[src/sdm_pkg.sv]
// Shared types and constants for the spectral derivative multiplier.
package sdm_pkg;

  // Register field widths.
  localparam int unsigned SIZE_W  = 17;
  localparam int unsigned AXIS_W  = 2;
  localparam int unsigned START_W = 16;

  // Wavenumber width; holds k and -k for every register setting.
  localparam int unsigned K_W   = 20;
  localparam int unsigned OUT_W = 42;

  // Configuration port.
  localparam int unsigned ADDR_W = 5;
  localparam int unsigned DATA_W = 32;
  localparam int unsigned IDX_W  = 3;

  localparam logic [IDX_W-1:0] REG_SIZE_AXIS0  = 3'd0;
  localparam logic [IDX_W-1:0] REG_SIZE_AXIS1  = 3'd1;
  localparam logic [IDX_W-1:0] REG_SIZE_AXIS2  = 3'd2;
  localparam logic [IDX_W-1:0] REG_DERIV_AXIS  = 3'd3;
  localparam logic [IDX_W-1:0] REG_GLOBAL_START = 3'd4;
  localparam logic [IDX_W-1:0] REG_GLOBAL_SIZE = 3'd5;
  localparam logic [IDX_W-1:0] REG_HALVED_AXIS = 3'd6;

  localparam logic [AXIS_W-1:0] AXIS_0 = 2'd0;
  localparam logic [AXIS_W-1:0] AXIS_1 = 2'd1;

  typedef struct packed {
    logic [SIZE_W-1:0]  size_axis0;
    logic [SIZE_W-1:0]  size_axis1;
    logic [SIZE_W-1:0]  size_axis2;
    logic [AXIS_W-1:0]  deriv_axis;
    logic [START_W-1:0] global_start;
    logic [SIZE_W-1:0]  global_size;
    logic               halved_axis;
  } cfg_t;

endpackage

[src/sdm_cfg_regs.sv]
// Configuration register file behind the APB-style port.
module sdm_cfg_regs
  import sdm_pkg::*;
(
  input  logic              clk_i,
  input  logic              rst_ni,
  input  logic              psel,
  input  logic              penable,
  input  logic              pwrite,
  input  logic [ADDR_W-1:0] paddr,
  input  logic [DATA_W-1:0] pwdata,
  output logic [DATA_W-1:0] prdata,
  output logic              pready,
  output cfg_t              cfg_o
);

  cfg_t             cfg_q;
  logic [IDX_W-1:0] idx;
  logic             wr_en;

  assign idx    = paddr[ADDR_W-1:2];
  assign wr_en  = psel && penable && pwrite;
  assign pready = 1'b1;
  assign cfg_o  = cfg_q;

  always_ff @(posedge clk_i or negedge rst_ni) begin
    if (!rst_ni) begin
      cfg_q.size_axis0   <= SIZE_W'(1);
      cfg_q.size_axis1   <= SIZE_W'(1);
      cfg_q.size_axis2   <= SIZE_W'(1);
      cfg_q.deriv_axis   <= '0;
      cfg_q.global_start <= '0;
      cfg_q.global_size  <= SIZE_W'(1);
      cfg_q.halved_axis  <= 1'b0;
    end else if (wr_en) begin
      case (idx)
        REG_SIZE_AXIS0:   cfg_q.size_axis0   <= pwdata[SIZE_W-1:0];
        REG_SIZE_AXIS1:   cfg_q.size_axis1   <= pwdata[SIZE_W-1:0];
        REG_SIZE_AXIS2:   cfg_q.size_axis2   <= pwdata[SIZE_W-1:0];
        REG_DERIV_AXIS:   cfg_q.deriv_axis   <= pwdata[AXIS_W-1:0];
        REG_GLOBAL_START: cfg_q.global_start <= pwdata[START_W-1:0];
        REG_GLOBAL_SIZE:  cfg_q.global_size  <= pwdata[SIZE_W-1:0];
        REG_HALVED_AXIS:  cfg_q.halved_axis  <= pwdata[0];
        default: ;
      endcase
    end
  end

  always_comb begin
    unique case (idx)
      REG_SIZE_AXIS0:   prdata = DATA_W'(cfg_q.size_axis0);
      REG_SIZE_AXIS1:   prdata = DATA_W'(cfg_q.size_axis1);
      REG_SIZE_AXIS2:   prdata = DATA_W'(cfg_q.size_axis2);
      REG_DERIV_AXIS:   prdata = DATA_W'(cfg_q.deriv_axis);
      REG_GLOBAL_START: prdata = DATA_W'(cfg_q.global_start);
      REG_GLOBAL_SIZE:  prdata = DATA_W'(cfg_q.global_size);
      REG_HALVED_AXIS:  prdata = DATA_W'(cfg_q.halved_axis);
      default:          prdata = '0;
    endcase
  end

endmodule

[src/sdm_wavenum.sv]
// Block position counters and wavenumber for the current coefficient.
module sdm_wavenum
  import sdm_pkg::*;
#(
  parameter int unsigned MAX_LEN = 65536
) (
  input  logic                  clk_i,
  input  logic                  rst_ni,
  input  cfg_t                  cfg_i,
  input  logic                  step_i,
  output logic signed [K_W-1:0] k_o,
  output logic signed [K_W-1:0] nk_o,
  output logic                  last_o
);

  localparam int unsigned POS_W = $clog2(MAX_LEN);
  localparam int unsigned LEN_W = $clog2(MAX_LEN + 1);
  localparam int unsigned CMP_W = POS_W + 1;

  // Clamp a length register: zero acts as one, above MAX_LEN saturates.
  function automatic logic [CMP_W-1:0] eff_len(input logic [SIZE_W-1:0] s);
    logic [LEN_W-1:0] l;
    if (s == '0) l = LEN_W'(1);
    else if (s > SIZE_W'(MAX_LEN)) l = LEN_W'(MAX_LEN);
    else l = s[LEN_W-1:0];
    return CMP_W'(l);
  endfunction

  logic [POS_W-1:0] pos0_q, pos1_q, pos2_q;
  logic [POS_W-1:0] pos0_d, pos1_d, pos2_d;
  logic [CMP_W-1:0] inc0, inc1, inc2;
  logic             wrap0, wrap1, wrap2;

  logic [POS_W-1:0]      p;
  logic signed [K_W-1:0] p_s, start_s, gsz_s, g_s, half_s, mid_s, k;

  assign inc0  = CMP_W'(pos0_q) + CMP_W'(1);
  assign inc1  = CMP_W'(pos1_q) + CMP_W'(1);
  assign inc2  = CMP_W'(pos2_q) + CMP_W'(1);
  assign wrap0 = inc0 >= eff_len(cfg_i.size_axis0);
  assign wrap1 = inc1 >= eff_len(cfg_i.size_axis1);
  assign wrap2 = inc2 >= eff_len(cfg_i.size_axis2);
  assign last_o = wrap0 && wrap1 && wrap2;

  // Axis 0 fastest; carry ripples into the slower axes.
  always_comb begin
    pos0_d = pos0_q;
    pos1_d = pos1_q;
    pos2_d = pos2_q;
    if (step_i) begin
      pos0_d = wrap0 ? '0 : inc0[POS_W-1:0];
      if (wrap0) begin
        pos1_d = wrap1 ? '0 : inc1[POS_W-1:0];
        if (wrap1) pos2_d = wrap2 ? '0 : inc2[POS_W-1:0];
      end
    end
  end

  always_ff @(posedge clk_i or negedge rst_ni) begin
    if (!rst_ni) begin
      pos0_q <= '0;
      pos1_q <= '0;
      pos2_q <= '0;
    end else begin
      pos0_q <= pos0_d;
      pos1_q <= pos1_d;
      pos2_q <= pos2_d;
    end
  end

  always_comb begin
    case (cfg_i.deriv_axis)
      AXIS_0:  p = pos0_q;
      AXIS_1:  p = pos1_q;
      default: p = pos2_q;
    endcase
  end

  // Period g, g/2 and the Nyquist index in signed arithmetic.
  assign p_s     = signed'(K_W'(p));
  assign start_s = signed'(K_W'(cfg_i.global_start));
  assign gsz_s   = signed'(K_W'(cfg_i.global_size));
  assign half_s  = cfg_i.halved_axis ? (gsz_s - K_W'(1)) : (gsz_s >>> 1);
  assign g_s     = cfg_i.halved_axis ? (half_s <<< 1) : gsz_s;
  assign mid_s   = half_s - start_s;

  always_comb begin
    if (p_s > mid_s) k = p_s + start_s - g_s;
    else k = p_s + start_s;
  end

  // Zero the wavenumber at the Nyquist point so the products vanish.
  assign k_o  = (p_s == mid_s) ? '0 : k;
  assign nk_o = (p_s == mid_s) ? '0 : -k;

endmodule

[src/sdm_mult.sv]
// Output stage: two wavenumber products into the result register.
module sdm_mult
  import sdm_pkg::*;
#(
  parameter int unsigned SAMPLE_BITS = 24
) (
  input  logic                          clk_i,
  input  logic                          rst_ni,
  input  logic                          valid_i,
  output logic                          ready_o,
  input  logic signed [SAMPLE_BITS-1:0] re_i,
  input  logic signed [SAMPLE_BITS-1:0] im_i,
  input  logic signed [K_W-1:0]         k_i,
  input  logic signed [K_W-1:0]         nk_i,
  input  logic                          last_i,
  output logic                          valid_o,
  input  logic                          ready_i,
  output logic signed [OUT_W-1:0]       dre_o,
  output logic signed [OUT_W-1:0]       dim_o,
  output logic                          last_o
);

  localparam int unsigned PROD_W = SAMPLE_BITS + K_W;

  logic signed [PROD_W-1:0] prod_re, prod_im;
  logic signed [OUT_W-1:0]  dre_d, dim_d, dre_q, dim_q;
  logic                     valid_q, last_q;

  assign prod_re = nk_i * im_i;
  assign prod_im = k_i * re_i;

  // Wrap or sign-extend the full product to the output width.
  if (PROD_W >= OUT_W) begin : g_wrap
    assign dre_d = prod_re[OUT_W-1:0];
    assign dim_d = prod_im[OUT_W-1:0];
  end else begin : g_ext
    assign dre_d = {{(OUT_W-PROD_W){prod_re[PROD_W-1]}}, prod_re};
    assign dim_d = {{(OUT_W-PROD_W){prod_im[PROD_W-1]}}, prod_im};
  end

  assign ready_o = !valid_q || ready_i;

  always_ff @(posedge clk_i or negedge rst_ni) begin
    if (!rst_ni) begin
      valid_q <= 1'b0;
    end else if (ready_o) begin
      valid_q <= valid_i;
    end
  end

  always_ff @(posedge clk_i) begin
    if (ready_o && valid_i) begin
      dre_q  <= dre_d;
      dim_q  <= dim_d;
      last_q <= last_i;
    end
  end

  assign valid_o = valid_q;
  assign dre_o   = dre_q;
  assign dim_o   = dim_q;
  assign last_o  = last_q;

endmodule

[src/spectral_derivative_multiply.sv]
// Spectral derivative: each coefficient times i*k over a walked 3-D block.
// Pipeline: input register, then result register.
// Throughput: one transaction per cycle while m_axis_tready holds; the two products share the result stage.
// Reset: position counters return to zero, registers to their defaults
// (sizes 1, axis 0, start 0, global size 1, not halved); pipeline empties.
module spectral_derivative_multiply
  import sdm_pkg::*;
#(
  parameter int unsigned MAX_LEN     = 65536,
  parameter int unsigned SAMPLE_BITS = 24
) (
  input  logic                    clk_i,
  input  logic                    rst_ni,
  // configuration port
  input  logic                    psel,
  input  logic                    penable,
  input  logic                    pwrite,
  input  logic [ADDR_W-1:0]       paddr,
  input  logic [DATA_W-1:0]       pwdata,
  output logic [DATA_W-1:0]       prdata,
  output logic                    pready,
  // coefficient stream
  input  logic                    s_axis_tvalid,
  output logic                    s_axis_tready,
  // coef_re, coef_im (lowest bits first), zero padded
  input  logic [((2*SAMPLE_BITS+7)/8)*8-1:0] s_axis_tdata,
  // derivative stream
  output logic                    m_axis_tvalid,
  input  logic                    m_axis_tready,
  // deriv_re, deriv_im (lowest bits first), zero padded
  output logic [((2*OUT_W+7)/8)*8-1:0] m_axis_tdata,
  output logic                    m_axis_tlast   // block_end
);

  localparam int unsigned OUT_TW = ((2*OUT_W+7)/8)*8;

  cfg_t cfg;

  logic                          accept;
  logic                          mul_ready;
  logic signed [K_W-1:0]         k_c, nk_c;
  logic                          last_c;

  // Input register: coefficient plus its wavenumber.
  logic                          v1_q;
  logic signed [SAMPLE_BITS-1:0] re_q, im_q;
  logic signed [K_W-1:0]         k_q, nk_q;
  logic                          last_q;

  logic signed [OUT_W-1:0]       dre, dim;

  sdm_cfg_regs u_cfg (
    .clk_i   (clk_i),
    .rst_ni  (rst_ni),
    .psel    (psel),
    .penable (penable),
    .pwrite  (pwrite),
    .paddr   (paddr),
    .pwdata  (pwdata),
    .prdata  (prdata),
    .pready  (pready),
    .cfg_o   (cfg)
  );

  // The input register frees up whenever the result stage can take its item.
  assign s_axis_tready = !v1_q || mul_ready;
  assign accept        = s_axis_tvalid && s_axis_tready;

  // Counters advance once per accepted transaction; k is formed from the
  // counter values as they stand before the step.
  sdm_wavenum #(
    .MAX_LEN (MAX_LEN)
  ) u_wavenum (
    .clk_i  (clk_i),
    .rst_ni (rst_ni),
    .cfg_i  (cfg),
    .step_i (accept),
    .k_o    (k_c),
    .nk_o   (nk_c),
    .last_o (last_c)
  );

  always_ff @(posedge clk_i or negedge rst_ni) begin
    if (!rst_ni) begin
      v1_q <= 1'b0;
    end else if (s_axis_tready) begin
      v1_q <= s_axis_tvalid;
    end
  end

  // Payload: hold while stalled, load on each accepted transaction.
  always_ff @(posedge clk_i) begin
    if (accept) begin
      re_q   <= s_axis_tdata[SAMPLE_BITS-1:0];
      im_q   <= s_axis_tdata[2*SAMPLE_BITS-1:SAMPLE_BITS];
      k_q    <= k_c;
      nk_q   <= nk_c;
      last_q <= last_c;
    end
  end

  // Result stage: deriv_re = -k*im, deriv_im = k*re.
  sdm_mult #(
    .SAMPLE_BITS (SAMPLE_BITS)
  ) u_mult (
    .clk_i   (clk_i),
    .rst_ni  (rst_ni),
    .valid_i (v1_q),
    .ready_o (mul_ready),
    .re_i    (re_q),
    .im_i    (im_q),
    .k_i     (k_q),
    .nk_i    (nk_q),
    .last_i  (last_q),
    .valid_o (m_axis_tvalid),
    .ready_i (m_axis_tready),
    .dre_o   (dre),
    .dim_o   (dim),
    .last_o  (m_axis_tlast)
  );

  assign m_axis_tdata = {{(OUT_TW-2*OUT_W){1'b0}}, dim, dre};

endmodule

[config.mk]
export PLATFORM = sky130hd
export DESIGN_NAME = spectral_derivative_multiply
export DESIGN_NICKNAME = d
export VERILOG_FILES = /design/src/sdm_pkg.sv /design/src/sdm_cfg_regs.sv /design/src/sdm_wavenum.sv /design/src/sdm_mult.sv /design/src/spectral_derivative_multiply.sv
export SDC_FILE = /design/constraint.sdc
export NUM_CORES = 2
export LEC_CHECK = 0
export ABC_AREA = 0
export BUFFER_PORTS_ARGS = -buffer_cell sky130_fd_sc_hd__buf_2
export CORE_ASPECT_RATIO = 0.8
export CORE_MARGIN = 8
export CORE_UTILIZATION = 60
export DETAILED_ROUTE_END_ITERATION = 16
export HOLD_SLACK_MARGIN = 0.05
export PLACE_DENSITY = 0.89
export SLEW_MARGIN = 20
export SYNTH_ARGS = -nofsm -noshare
export SYNTH_HDL_FRONTEND = slang
export SYNTH_HIERARCHICAL = 1
export SYNTH_SLANG_ARGS = --single-unit
[constraint.sdc]
create_clock -name clk_i -period 12.5 [get_ports clk_i]
set_input_delay 0.625 -clock clk_i [delete_from_list [all_inputs] [get_ports clk_i]]
set_output_delay 0.625 -clock clk_i [all_outputs]
set_load 0.02 [all_outputs]
==> flow_summary_export.csv <==
group,metric,value,unit
placed_design,gp_congestion,0.949,
sta,relSlewSlack,19.2,%
yosys,syn_area,53700,sq um
setup_path,path_max_fanout,24,
min_path,hold_class,"in -> reg",
clock_tree,cts_max_level,2,
detailed_routing,vias,40556,
floorplanning,initial_utilization,60.4,%
global_routing,grt_use_total,28.4,%
clock_tree,clkSlewWorstSetupHoldPaths,0.06,ns
yosys,synth_flop_cell,"edfxtp_1",
sta,finalSetupViolCount,0,
setup_path,cp_cell_sequence,"nand2_1 -> fa_1 -> inv_1 -> fa_1 -> inv_1 -> fa_1 -> inv_1 -> fa_1 -> fa_1 -> inv_1 -> fa_1 -> fa_1 -> inv_1 -> ha_1 -> and3_1 -> and2_1 -> a22oi_1 -> a21boi_0 -> o21ai_0 -> a21bo_2 -> a21o_1 -> a211o_1 -> xnor2_1",
setup_path,cp_slowest_cell,"edfxtp_1",
yosys,synth-edff-count,174,
detailed_routing,final_antenna_net_count,0,
yosys,synth_cells,5683,
sta,rsz0062_at_grt,"false",
clock_tree,numCtsBuffers,39,
sta,finalSetupTns,0,ns
cells_and_area,layout_commonest_cell,"inv_1",
job,max_cap_viol_count,0,
clock_tree,cts_setup_buffers,0,
clock_tree,cts-resized-gates,0,
setup_path,path_common_cell,"fa_1",
yosys,synth.yosys.warnings,6,
sta,period_needed,8.56,ns
global_routing,grt_pass1_vias,43698,
yosys,synthArstFlopShare,44.1,%
setup_path,cp.arrival,8.91,ns
sta,finalMaxSlewViolations,0,
sta,worst_slew_pin_slew,1.21,ns
global_routing,antenna_found_initial,4,
clock_tree,clk_path_buf_depth,3,
floorplanning,die_area,99500,sq um
yosys,synth_seq_area_share,16.1,%
yosys,synthDistinctLibCells,103,
clock_tree,clockRootBuffer,"clkbuf_16",
placed_design,detailed_place.area,55200,sq um
floorplanning,fp-row-count,98,
global_routing,grt.overflow.total,0,
sta,timing.fmax,117,MHz
cells_and_area,fin_cells,6917,
floorplanning,pin_count,216,
yosys,syn_avg_cell_area,9.46,sq um
placed_design,port_buffers,178,
outcome,status,"finished, final reports clean",
clock_tree,cts_hold_buf,1,
sta,period_share,68.5,%
floorplanning,core,89000,sq um
placed_design,dpl.cell_count,6837,
yosys,synth_seq_cells,311,
detailed_routing,drt_iter0_markers,3920,
global_routing,grt_max_degree,80,
clock_tree,clock_sinks,311,
setup_path,cp_data_required_time,12.85,ns
detailed_routing,wire_per_inst,20.5,um
setup_path,end_kind,"register",
cells_and_area,fill_cells,6805,
floorplanning,die_y,284,um
setup_path,slowest_delay,1.16,ns
sta,hold_viol_final,0,
placed_design,place_hpwl,107,mm
cells_and_area,most-common-layout-cells,"inv_1, fa_1, nand2_1",
cells_and_area,nNetsFinal,7075,
global_routing,grt_pass1_wl,228,mm
sta,fin_worst_skew,0.0382,ns
cells_and_area,finish.instance_area,56700,sq um
detailed_routing,drt-total-wl,142,mm
detailed_routing,drtPass1Iterations,6,
cells_and_area,drive_gt1_share,7.51,%
setup_path,cp-start-kind,"register",
clock_tree,insertion_delay,0.62,ns
floorplanning,fp.dieW,351,um
cells_and_area,area_growth,5.54,%
sta,hold_slack,0.189,ns
setup_path,crit_type,"reg -> reg",
clock_tree,cts_tree,"done",
detailed_routing,drc,0,
detailed_routing,routed_via_density,5.86,
## cell usage after synthesis, types with 14 or more instances
cell,number,area [sq um]
buf_4,28,210
and3_1,33,206
o31ai_1,14,105
a31oi_1,16,100
nand2b_1,56,350
xnor2_1,127,1110
a21o_1,67,503
a2bb2oi_1,16,140
a211oi_1,25,188
nor4_1,18,113
and2_1,471,2950
nor2_1,171,642
o21bai_1,15,113
nor3_1,43,215
ha_1,345,4320
mux2_2,62,698
a21oi_1,145,726
or3_1,17,106
nor2b_1,43,269
mux2_4,31,465
nand4_1,24,150
xor2_1,62,543
fa_1,955,19100
nand3_1,60,300
inv_1,1191,4470
o21ai_0,135,676
mux2i_1,73,731
nand2_1,646,2420
dfrtp_1,133,3330
edfxtp_1,174,5230
clkbuf_1,228,856
o21a_1,34,255
## area by class of cell
type	count	area, sq um	share of cell area (%)
Multi-Input combinational cell	3927	39500	69.6
Sequential cell	311	8660	15.3
Inverter	1192	4470	7.89
Tap cell	1200	1500	2.65
Timing Repair Buffer	212	1230	2.16
Clock buffer	48	1070	1.89
Clock inverter	24	315	0.556
Antenna cell	3	7.51	0.0132
## sequential cells by signal (all words and copies together), names as in the netlist
name,flops
nk_q,20
u_wavenum/pos2_q,16
last_q,1
u_wavenum/pos1_q,16
re_q,24
u_cfg/cfg_o,87
im_q,24
u_mult/valid_o,1
u_mult/last_o,1
u_wavenum/pos0_q,16
v1_q,1
k_q,20
u_mult/dre_o,42
u_mult/dim_o,42
## metal layers
| metal | track usage (%) | routed length (um) | vias up |
|---|---|---|---|
| met2 | 45.2 | 65500 | 2295 |
| met3 | 7.43 | 14600 | 448 |
| li1 | - | - | 17569 |
| met4 | 10.7 | 5570 | 4 |
| met1 | 37.3 | 56100 | 20240 |
| met5 | 0 | 21 | - |
## logic make-up (layout without fill, tap and decap cells)
| kind of cell | count (synthesis) | in the layout | share of synthesized area (%) |
|---|---|---|---|
| xor+xnor | 189 | 189 | 3.08 |
| compound gates | 611 | 611 | 7.54 |
| other cells | 3 | 23 | 0.0209 |
| buf+inv | 1462 | 1476 | 10.6 |
| flops | 311 | 311 | 16.1 |
| mux | 168 | 168 | 3.59 |
| fa+ha+maj | 1300 | 1300 | 43.6 |
| simple gates | 1639 | 1639 | 15.5 |
## stage by stage
step | worst slack, ns | utilization [%]
after floorplan | 5.43 | -
after global placement | 4.39 | 62.0
after detailed placement | 4.31 | 62.0
after CTS | 4.23 | 63.6
after global routing | 3.73 | 63.7
final | 3.94 | 63.7
## critical path: cells and delay by family (launching register included)
| kind | cells | cell delay, ns |
|---|---|---|
| XOR/XNOR | 1 | 0.12 |
| AO/OA/AOI/OAI | 6 | 2.18 |
| buffers and inverters | 5 | 0.27 |
| adder cells (fa/ha/maj) | 8 | 3.95 |
| AND/OR/NAND/NOR | 3 | 0.60 |
| flip-flops | 1 | 1.16 |
## worst paths after layout
path                                  start          endpoint  slack, ns  depth (start not counted)
min                        s_axis_tdata[14]          re_q[14]       0.19                          1
min reg2reg                          last_q     u_mult/last_o       0.42                          0
min in group asynchronous            rst_ni   u_cfg/cfg_o[50]       0.57                          2
max reg2reg                          k_q[3]  u_mult/dim_o[41]       3.94                         23
max                                  k_q[3]  u_mult/dim_o[41]       3.94                         23
max in group asynchronous            rst_ni    u_cfg/cfg_o[0]      10.79                          3
Power is left out: the tool's default activity adds up to more than one toggle a clock period on the data nets, which glitch-free logic cannot reach.
